===== src/rtl/lpht_pkg.sv =====
`default_nettype none

package lpht_pkg;

   // Table geometry
   localparam int TABLE_SLOTS = 16;
   localparam int SLOT_W      = (TABLE_SLOTS > 1) ? $clog2(TABLE_SLOTS) : 1;
   localparam int COUNT_W     = $clog2(TABLE_SLOTS + 1);

   // Word field widths
   localparam int KEY_W      = 64;
   localparam int PHONE_W    = 48;
   localparam int STATUS_W   = 3;
   localparam int RSP_SLOT_W = 4;

   // Hash: sum of eight key bytes, then reduced modulo the slot count
   localparam int KEY_BYTES = KEY_W / 8;
   localparam int SUM_W     = $clog2(KEY_BYTES * 255 + 1);

   // Request codes
   localparam logic REQ_INSERT = 1'b0;
   localparam logic REQ_SEARCH = 1'b1;

   typedef enum logic [STATUS_W-1:0] {
      STAT_INSERTED  = 3'd0,
      STAT_DUPLICATE = 3'd1,
      STAT_FULL      = 3'd2,
      STAT_FOUND     = 3'd3,
      STAT_MISSING   = 3'd4
   } status_type;

   typedef enum logic [1:0] {
      ST_IDLE,
      ST_HASH,
      ST_PROBE
   } state_type;

   // Store write command from the sequencer
   typedef struct packed {
      logic               we;
      logic [SLOT_W-1:0]  addr;
      logic [KEY_W-1:0]   key;
      logic [PHONE_W-1:0] phone;
   } wr_cmd_type;

endpackage

`default_nettype wire


===== src/rtl/linear_probe_hash_table_top.sv =====
`default_nettype none

// Hash table with linear probing: maps a 64-bit name key to a 48-bit phone.
// Request: drive req_type (0 insert, 1 search), req_key and req_phone with
// start high; the word is taken at a clock edge where start is high and busy
// is low. busy stays high until the request is answered.
// Response: one word per request on rsp_status, rsp_phone_out and rsp_slot,
// shown for one cycle with rsp_valid high; the receiver cannot stall it.
// Flow: an insert into a full table is answered straight from the idle state.
// Every other request passes through the hash unit (byte sum folded onto the
// table), then probes slots in turn, up to TABLE_SLOTS probes, and is answered
// by a registered response after the last probe.
// The probe loop reads one slot a cycle from the key/phone memory port.
// A new request may be taken in the cycle its predecessor's response shows.
// Reset (synchronous, active high) clears the valid marks and the entry
// count at once; the table is empty and ready in the next cycle.
module linear_probe_hash_table_top
   import lpht_pkg::*;
(
   input  wire logic                  clock,
   input  wire logic                  reset,
   input  wire logic                  start,
   output logic                       busy,
   input  wire logic                  req_type,
   input  wire logic [KEY_W-1:0]      req_key,
   input  wire logic [PHONE_W-1:0]    req_phone,
   output logic                       rsp_valid,
   output logic [STATUS_W-1:0]        rsp_status,
   output logic [PHONE_W-1:0]         rsp_phone_out,
   output logic [RSP_SLOT_W-1:0]      rsp_slot
);

   localparam logic [SLOT_W-1:0] LAST_SLOT = SLOT_W'(TABLE_SLOTS - 1);

   state_type          state_ff, state_in;
   logic               type_ff;
   logic [KEY_W-1:0]   key_ff;
   logic [PHONE_W-1:0] phone_ff;
   logic [SLOT_W-1:0]  pos_ff, pos_in;
   logic [SLOT_W-1:0]  cnt_ff, cnt_in;
   logic               rsp_valid_ff, rsp_valid_in;
   status_type         status_ff, status_in;
   logic [PHONE_W-1:0] rsp_phone_ff, rsp_phone_in;
   logic [SLOT_W-1:0]  rsp_pos_ff, rsp_pos_in;

   logic               accept;
   logic               hash_go;
   logic               hash_done;
   logic [SLOT_W-1:0]  hash;
   wr_cmd_type         wr;
   logic [SLOT_W-1:0]  rd_addr;
   logic               chk_valid;
   logic [KEY_W-1:0]   rd_key;
   logic [PHONE_W-1:0] rd_phone;
   logic               full;
   logic [SLOT_W-1:0]  next_pos;
   logic               key_hit;
   logic               last_probe;
   logic               probe_end;
   logic               full_reply;

   lpht_hash u_hash (
      .clock (clock),
      .reset (reset),
      .go    (hash_go),
      .key   (req_key),
      .done  (hash_done),
      .hash  (hash)
   );

   lpht_store u_store (
      .clock     (clock),
      .reset     (reset),
      .wr        (wr),
      .rd_addr   (rd_addr),
      .chk_addr  (pos_ff),
      .chk_valid (chk_valid),
      .rd_key    (rd_key),
      .rd_phone  (rd_phone),
      .full      (full)
   );

   // Probe decode
   assign accept     = start && !busy;
   assign full_reply = accept && (req_type == REQ_INSERT) && full;
   assign next_pos   = (pos_ff == LAST_SLOT) ? '0 : pos_ff + 1'b1;
   assign key_hit    = chk_valid && (rd_key == key_ff);
   assign last_probe = (cnt_ff == LAST_SLOT);
   assign probe_end  = (state_ff == ST_PROBE) && (!chk_valid || key_hit || last_probe);

   // Next state
   always_comb begin
      state_in = state_ff;
      case (state_ff)
         ST_IDLE: begin
            if (accept && !full_reply) begin
               state_in = ST_HASH;
            end
         end
         ST_HASH: begin
            if (hash_done) begin
               state_in = ST_PROBE;
            end
         end
         ST_PROBE: begin
            if (probe_end) begin
               state_in = ST_IDLE;
            end
         end
         default: state_in = ST_IDLE;
      endcase
   end

   // Sequencer outputs
   always_comb begin
      hash_go      = 1'b0;
      rd_addr      = pos_ff;
      pos_in       = pos_ff;
      cnt_in       = cnt_ff;
      wr.we        = 1'b0;
      wr.addr      = pos_ff;
      wr.key       = key_ff;
      wr.phone     = phone_ff;
      rsp_valid_in = 1'b0;
      status_in    = status_ff;
      rsp_phone_in = rsp_phone_ff;
      rsp_pos_in   = rsp_pos_ff;
      case (state_ff)
         ST_IDLE: begin
            if (full_reply) begin
               rsp_valid_in = 1'b1;
               status_in    = STAT_FULL;
               rsp_phone_in = '0;
               rsp_pos_in   = '0;
            end else if (accept) begin
               hash_go = 1'b1;
            end
         end
         ST_HASH: begin
            // Start the first read at the hash slot
            rd_addr = hash;
            pos_in  = hash;
            cnt_in  = '0;
         end
         ST_PROBE: begin
            rd_addr = next_pos;
            if (probe_end) begin
               rsp_valid_in = 1'b1;
               rsp_phone_in = '0;
               rsp_pos_in   = '0;
               if (type_ff == REQ_INSERT) begin
                  if (!chk_valid) begin
                     wr.we      = 1'b1;
                     status_in  = STAT_INSERTED;
                     rsp_pos_in = pos_ff;
                  end else if (key_hit) begin
                     status_in = STAT_DUPLICATE;
                  end else begin
                     status_in = STAT_FULL;
                  end
               end else begin
                  if (key_hit) begin
                     status_in    = STAT_FOUND;
                     rsp_phone_in = rd_phone;
                     rsp_pos_in   = pos_ff;
                  end else begin
                     status_in = STAT_MISSING;
                  end
               end
            end else begin
               // Advance to the next slot
               pos_in = next_pos;
               cnt_in = cnt_ff + 1'b1;
            end
         end
         default: begin
            rd_addr = pos_ff;
         end
      endcase
   end

   always_ff @(posedge clock) begin
      if (reset) begin
         state_ff     <= ST_IDLE;
         rsp_valid_ff <= 1'b0;
      end else begin
         state_ff     <= state_in;
         rsp_valid_ff <= rsp_valid_in;
      end
   end

   // Request capture and datapath, no reset
   always_ff @(posedge clock) begin
      if (accept) begin
         type_ff  <= req_type;
         key_ff   <= req_key;
         phone_ff <= req_phone;
      end
      pos_ff       <= pos_in;
      cnt_ff       <= cnt_in;
      status_ff    <= status_in;
      rsp_phone_ff <= rsp_phone_in;
      rsp_pos_ff   <= rsp_pos_in;
   end

   assign busy          = (state_ff != ST_IDLE);
   assign rsp_valid     = rsp_valid_ff;
   assign rsp_status    = status_ff;
   assign rsp_phone_out = rsp_phone_ff;
   assign rsp_slot      = RSP_SLOT_W'(rsp_pos_ff);

   // A response follows either a probe outcome or an insert into a full table
   assert property (@(posedge clock) disable iff (reset)
      rsp_valid |-> $past(state_ff == ST_PROBE || (start && !busy)))
      else $error("response without a finished request");

   assert property (@(posedge clock) disable iff (reset)
      rsp_valid |-> !busy)
      else $error("response while still busy");

   assert property (@(posedge clock) disable iff (reset)
      wr.we |-> (state_ff == ST_PROBE) && (type_ff == REQ_INSERT))
      else $error("store write outside an insert probe");

   assert property (@(posedge clock) disable iff (reset)
      (state_ff == ST_HASH) && hash_done |=> (state_ff == ST_PROBE) && (cnt_ff == '0))
      else $error("probe did not start at the hash slot");

endmodule

`default_nettype wire


===== src/rtl/lpht_hash.sv =====
`default_nettype none

module lpht_hash
   import lpht_pkg::*;
(
   input  wire logic              clock,
   input  wire logic              reset,
   input  wire logic              go,
   input  wire logic [KEY_W-1:0]  key,
   output logic                   done,
   output logic [SLOT_W-1:0]      hash
);

   logic [SUM_W-1:0]  byte_sum;
   logic [SLOT_W-1:0] hash_ff, hash_in;
   logic              done_ff, done_in;

   // Add the key bytes
   always_comb begin
      byte_sum = '0;
      for (int b = 0; b < KEY_BYTES; b++) begin
         byte_sum = byte_sum + SUM_W'(key[8*b +: 8]);
      end
   end

   // Fold the byte sum onto the table when a request starts
   always_comb begin
      hash_in = hash_ff;
      done_in = go;
      if (go) begin
         hash_in = SLOT_W'(byte_sum % SUM_W'(TABLE_SLOTS));
      end
   end

   always_ff @(posedge clock) begin
      if (reset) begin
         done_ff <= 1'b0;
      end else begin
         done_ff <= done_in;
      end
   end

   // Hold the home slot, no reset
   always_ff @(posedge clock) begin
      hash_ff <= hash_in;
   end

   assign done = done_ff;
   assign hash = hash_ff;

endmodule

`default_nettype wire


===== src/rtl/lpht_store.sv =====
`default_nettype none

module lpht_store
   import lpht_pkg::*;
(
   input  wire logic                clock,
   input  wire logic                reset,
   input  wire wr_cmd_type          wr,
   input  wire logic [SLOT_W-1:0]   rd_addr,
   input  wire logic [SLOT_W-1:0]   chk_addr,
   output logic                     chk_valid,
   output logic [KEY_W-1:0]         rd_key,
   output logic [PHONE_W-1:0]       rd_phone,
   output logic                     full
);

   logic [KEY_W-1:0]   key_mem   [TABLE_SLOTS];
   logic [PHONE_W-1:0] phone_mem [TABLE_SLOTS];
   logic [KEY_W-1:0]   rd_key_ff;
   logic [PHONE_W-1:0] rd_phone_ff;
   logic [TABLE_SLOTS-1:0] valid_ff;
   logic [COUNT_W-1:0]     count_ff;

   // Key and phone memories: one write port, one registered read port
   always_ff @(posedge clock) begin
      if (wr.we) begin
         key_mem[wr.addr]   <= wr.key;
         phone_mem[wr.addr] <= wr.phone;
      end
      rd_key_ff   <= key_mem[rd_addr];
      rd_phone_ff <= phone_mem[rd_addr];
   end

   // Valid marks and entry count, cleared at reset
   always_ff @(posedge clock) begin
      if (reset) begin
         valid_ff <= '0;
         count_ff <= '0;
      end else if (wr.we) begin
         valid_ff[wr.addr] <= 1'b1;
         count_ff          <= count_ff + 1'b1;
      end
   end

   assign chk_valid = valid_ff[chk_addr];
   assign rd_key    = rd_key_ff;
   assign rd_phone  = rd_phone_ff;
   assign full      = (count_ff == COUNT_W'(TABLE_SLOTS));

   // Never write over a live entry, never pass the slot count
   assert property (@(posedge clock) disable iff (reset)
      wr.we |-> !valid_ff[wr.addr])
      else $error("write to an occupied slot");

   assert property (@(posedge clock) disable iff (reset)
      count_ff <= COUNT_W'(TABLE_SLOTS))
      else $error("entry count above slot count");

   assert property (@(posedge clock) disable iff (reset)
      wr.we |=> count_ff == $past(count_ff) + 1'b1)
      else $error("entry count missed a write");

endmodule

`default_nettype wire


===== config.mk =====
export PLATFORM = sky130hd
export DESIGN_NAME = linear_probe_hash_table_top
export DESIGN_NICKNAME = d
export VERILOG_FILES = /design/src/rtl/lpht_pkg.sv /design/src/rtl/linear_probe_hash_table_top.sv /design/src/rtl/lpht_hash.sv /design/src/rtl/lpht_store.sv
export SDC_FILE = /design/constraint.sdc
export NUM_CORES = 2
export LEC_CHECK = 0
export BUFFER_PORTS_ARGS = -buffer_cell sky130_fd_sc_hd__buf_2
export CAP_MARGIN = 20
export CELL_PAD_IN_SITES_DETAIL_PLACEMENT = 0
export CELL_PAD_IN_SITES_GLOBAL_PLACEMENT = 1
export CORE_MARGIN = 3
export CORE_UTILIZATION = 53
export CTS_CLUSTER_DIAMETER = 100
export DETAILED_ROUTE_END_ITERATION = 10
export HOLD_SLACK_MARGIN = 0.1
export PLACE_DENSITY_LB_ADDON = 0.15
export SLEW_MARGIN = 40
export SYNTH_ARGS = -nofsm -noshare
export SYNTH_HDL_FRONTEND = slang
export SYNTH_SLANG_ARGS = --single-unit

===== constraint.sdc =====
create_clock -name clock -period 10.2 [get_ports clock]
set_input_delay 1.53 -clock clock [delete_from_list [all_inputs] [get_ports clock]]
set_output_delay 1.53 -clock clock [all_outputs]
set_load 0.02 [all_outputs]

==> impl_results.md <==
* Hold Path Class: flip-flop to flip-flop
* Worst Setup SP: pos_ff[0]
* Syn Inst Count at 5,597
* Clock Power Share at 0.252
* Critical Path Fanout Max at 42
* Startpoint Class: flip-flop
* Main combinational cell family by area after synthesis: simple AND/OR/NAND/NOR gates
* Cell internal pwr at 18.3 mW
* GRT Util Overall at 0.254
* Most frequent cell after synthesis: edfxtp_1
* Placer Congestion at 0.773
* Initial antenna violation count at 11
* Max-slew violation count at 0
* Worst vdd ir at 642 uV
* Initial core utilization at 0.536
* Post-synth EDFFs at 1,972
* Relative slew slack at 0.397
* Core area at 151,000 um2
* Utilization after layout at 0.601
* Post-CTS Setup Bufs at 0
* FF/Latch Area at 62,000 um2
* Seq pwr share at 0.371
* First-pass GRT wire length at 297 mm
* Hold_buf cts at 0
* Remaining DRCs at 0
* NetSw at 11.4 mW
* DPL Wire Length at 101 mm
* Clk_skew at 0.0276 ns
* Seq cells post-synth at 2,109
* H-Tree Depth at 4
* Horiz. Die Dim at 396 um
* Layout Cells excl Fill at 7,946
* Die ar. at 157,000 um2
* CP Data Arrival Time at 5.31 ns
* Static Leak at 31.2 nW
* DR iter-0 viols at 4,394
* Vias in the first global route at 44,566
* Clock root cell: clkbuf_16
* Worst setup path class: flip-flop to flip-flop
* Fin crit period at 4.88 ns
* Synth Area in Adders at 0.00579
* Commonest cells post-synth: edfxtp_1 (1,972), nand2_1 (1,356), a21oi_1 (459), mux2i_1 (341), nor2_1 (263)
* Layout Nets at 5,890
* Cell taking the most area after synthesis: edfxtp_1
* Largest net degree at the start of global routing at 147
* Placed cells at 7,544
* CTS tree: yes
* Post-Syn Area at 80,800 um2
* Peak Freq at 205 MHz
* # IOs at 173
* Clock Latency Late Sink at 0.82 ns
* Hold Startpoint: u_store.valid_ff[5]
* Synth async-reset ratio at 0
* Number of buffers created by CTS at 209
* Drt first pass iters at 5
* Distinct cells, synth at 49
* Post-synthesis compound-gate area fraction at 0.0554
* Port buffer count at 172
* Grt ovf at 0
* Switching fraction of total power at 0.385
* Pwr Density at 328 nW/um2
* Logic pwr share at 0.377
* Detail Route Antenna Nets at 0
* Avg Inst Size Synth at 14.4 um2
* Least-Margin Pin Slew at 0.904 ns
* Sequential area share after synthesis at 0.767
* Die height at 396 um
* Setup violators final at 0
* Multiplexer share of the synthesized area at 0.0435
* Routed WL at 201 mm
* RSZ-0062 raised after global routing: false
* Post-synthesis xor/xnor area fraction at 0.00933
* Simple-gate area share of the yosys netlist at 0.0981
* Clock Pin Slew Worst Setup and Hold Paths at 0.06 ns
* Ys flop type: edfxtp_1
* Cell Rows at 142
* Warnings, synthesis at 0
* # Max-Cap Violations at 0
* CTS resizes at 0
* Clk buf depth at 3
* Area added between synthesis and finish at 12.2%
* CP endpoint kind: flip-flop
* Routed WL per cell at 25.3 um
* Layout cells sized above 1 at 0.101
* Final worst path period share at 0.478
* Reg-to-reg critical path startpoint: pos_ff[0]
* Via density at 5.80
* WP data required at 10.63 ns
* Total number of vias at 46,094
* Post-Synthesis Net Count at 5,742
* Status: finished clean
* Final hold viol count at 0
* Synth area leaders: edfxtp_1 (73%), nand2_1 (6.3%), mux2i_1 (4.2%), dfxtp_1 (3.4%), a21oi_1 (2.8%)
* Clock Sinks at 2,109
* Footprint of the multi-input gates at 17,300 um2
* Setup TNS Final at 0 ns
* Post-synth top area share at 0.733
* Fill cell count at 11,554
critical path, cell delays in order, from the launching register on:
cell and delay [ns]:
edfxtp_1 0.66, mux4_2 0.61, a22oi_2 0.19, and4_4 0.37
nor3b_4 0.35, and2_4 0.72, buf_4 0.69, buf_4 0.78
layout make-up:
class                   instances  area share
inverters                      34     0.00141
flip-flops and latches       2109       0.684
clock buffers                 293      0.0636
repair buffers                264      0.0220
clock inverters                99      0.0105
multi-input cells            3127       0.191
diodes                          4    0.000110
well taps                    2016      0.0278
through the flow:
stage | power, mW | setup WS, ns | hold slack, ns | area [um2]
4_1_cts | 30.0 | 5.30 | 0.475 | 90500
3_5_place_dp | 22.4 | 5.31 | 0.460 | 83700
5_1_grt | 31.4 | 5.16 | 0.506 | 90600
6_report | 29.8 | 5.32 | 0.484 | 90600
3_3_place_gp | 22.3 | 5.36 | 0.461 | 83400
2_1_floorplan | 19.0 | 2.26 | 0.431 | 80800
cells in the final DEF, fill, tap and decap left out, types with 7 or more instances in the layout:
cell and instances:
a21oi_1 459, a32oi_1 112, and2_1 50, and2_4 10, and3_4 8, buf_12 23, buf_2 172, buf_4 41
buf_6 24, bufinv_16 16, clkbuf_1 63, clkbuf_16 210, clkbuf_8 21, clkinv_1 31, clkinv_2 36, dfxtp_1 137
edfxtp_1 1972, fa_1 14, ha_1 15, inv_1 33, inv_6 10, mux2i_1 341, nand2_1 1354, nand3_1 229
nand4_1 20, nor2_1 263, o221ai_1 112, xnor2_1 79, xor2_1 7
cells by family after synthesis:
kind of cell             after synthesis
buffers and inverters                361
XOR/XNOR                              86
AO/OA/AOI/OAI                        710
AND/OR/NAND/NOR                     1956
multiplexers                         346
adder cells (fa/ha/maj)               29
flip-flops                          2109
flip-flops by register name, summed over array words and instances (netlist names):
signal             cells
u_store.count_ff       5
u_store.rd_key        64
rsp_slot               4
rsp_valid              1
key_ff                64
u_store.phone_mem    768
u_store.valid_ff      16
u_store.rd_phone      48
rsp_status             3
u_hash.hash            4
rsp_phone_out         48
type_ff                1
u_hash.done            1
cnt_ff                 4
state_ff               2
u_store.key_mem     1024
phone_ff              48
pos_ff                 4
power by group through the flow:
stage,registers [mW],clock network (mW),logic [mW]
6_report,11.0,7.50,11.2
5_1_grt,11.1,7.98,12.3
4_1_cts,11.0,7.64,11.3
3_5_place_dp,11.2,0,11.2
3_3_place_gp,11.2,0,11.1
2_1_floorplan,11.0,0,8.05
metal layers:
layer	GRT usage	part of all wire	up-vias
met1	0.360	0.43	23443
met5	0	0.00013	-
met4	0.0661	0.022	4
met3	0.0341	0.060	285
met2	0.420	0.49	1510
li1	-	-	20852
path summary, 6_finish.rpt:
kind                            cells after the start  slack [ns]                      end
worst max-delay path                                7        5.32  u_store.phone_mem[0][0]
worst min register to register                      2        0.48      u_store.valid_ff[5]
worst max register to register                      7        5.32  u_store.phone_mem[0][0]
worst min-delay path                                2        0.48      u_store.valid_ff[5]
No activity file was read; power rests on OpenSTA's default activity.
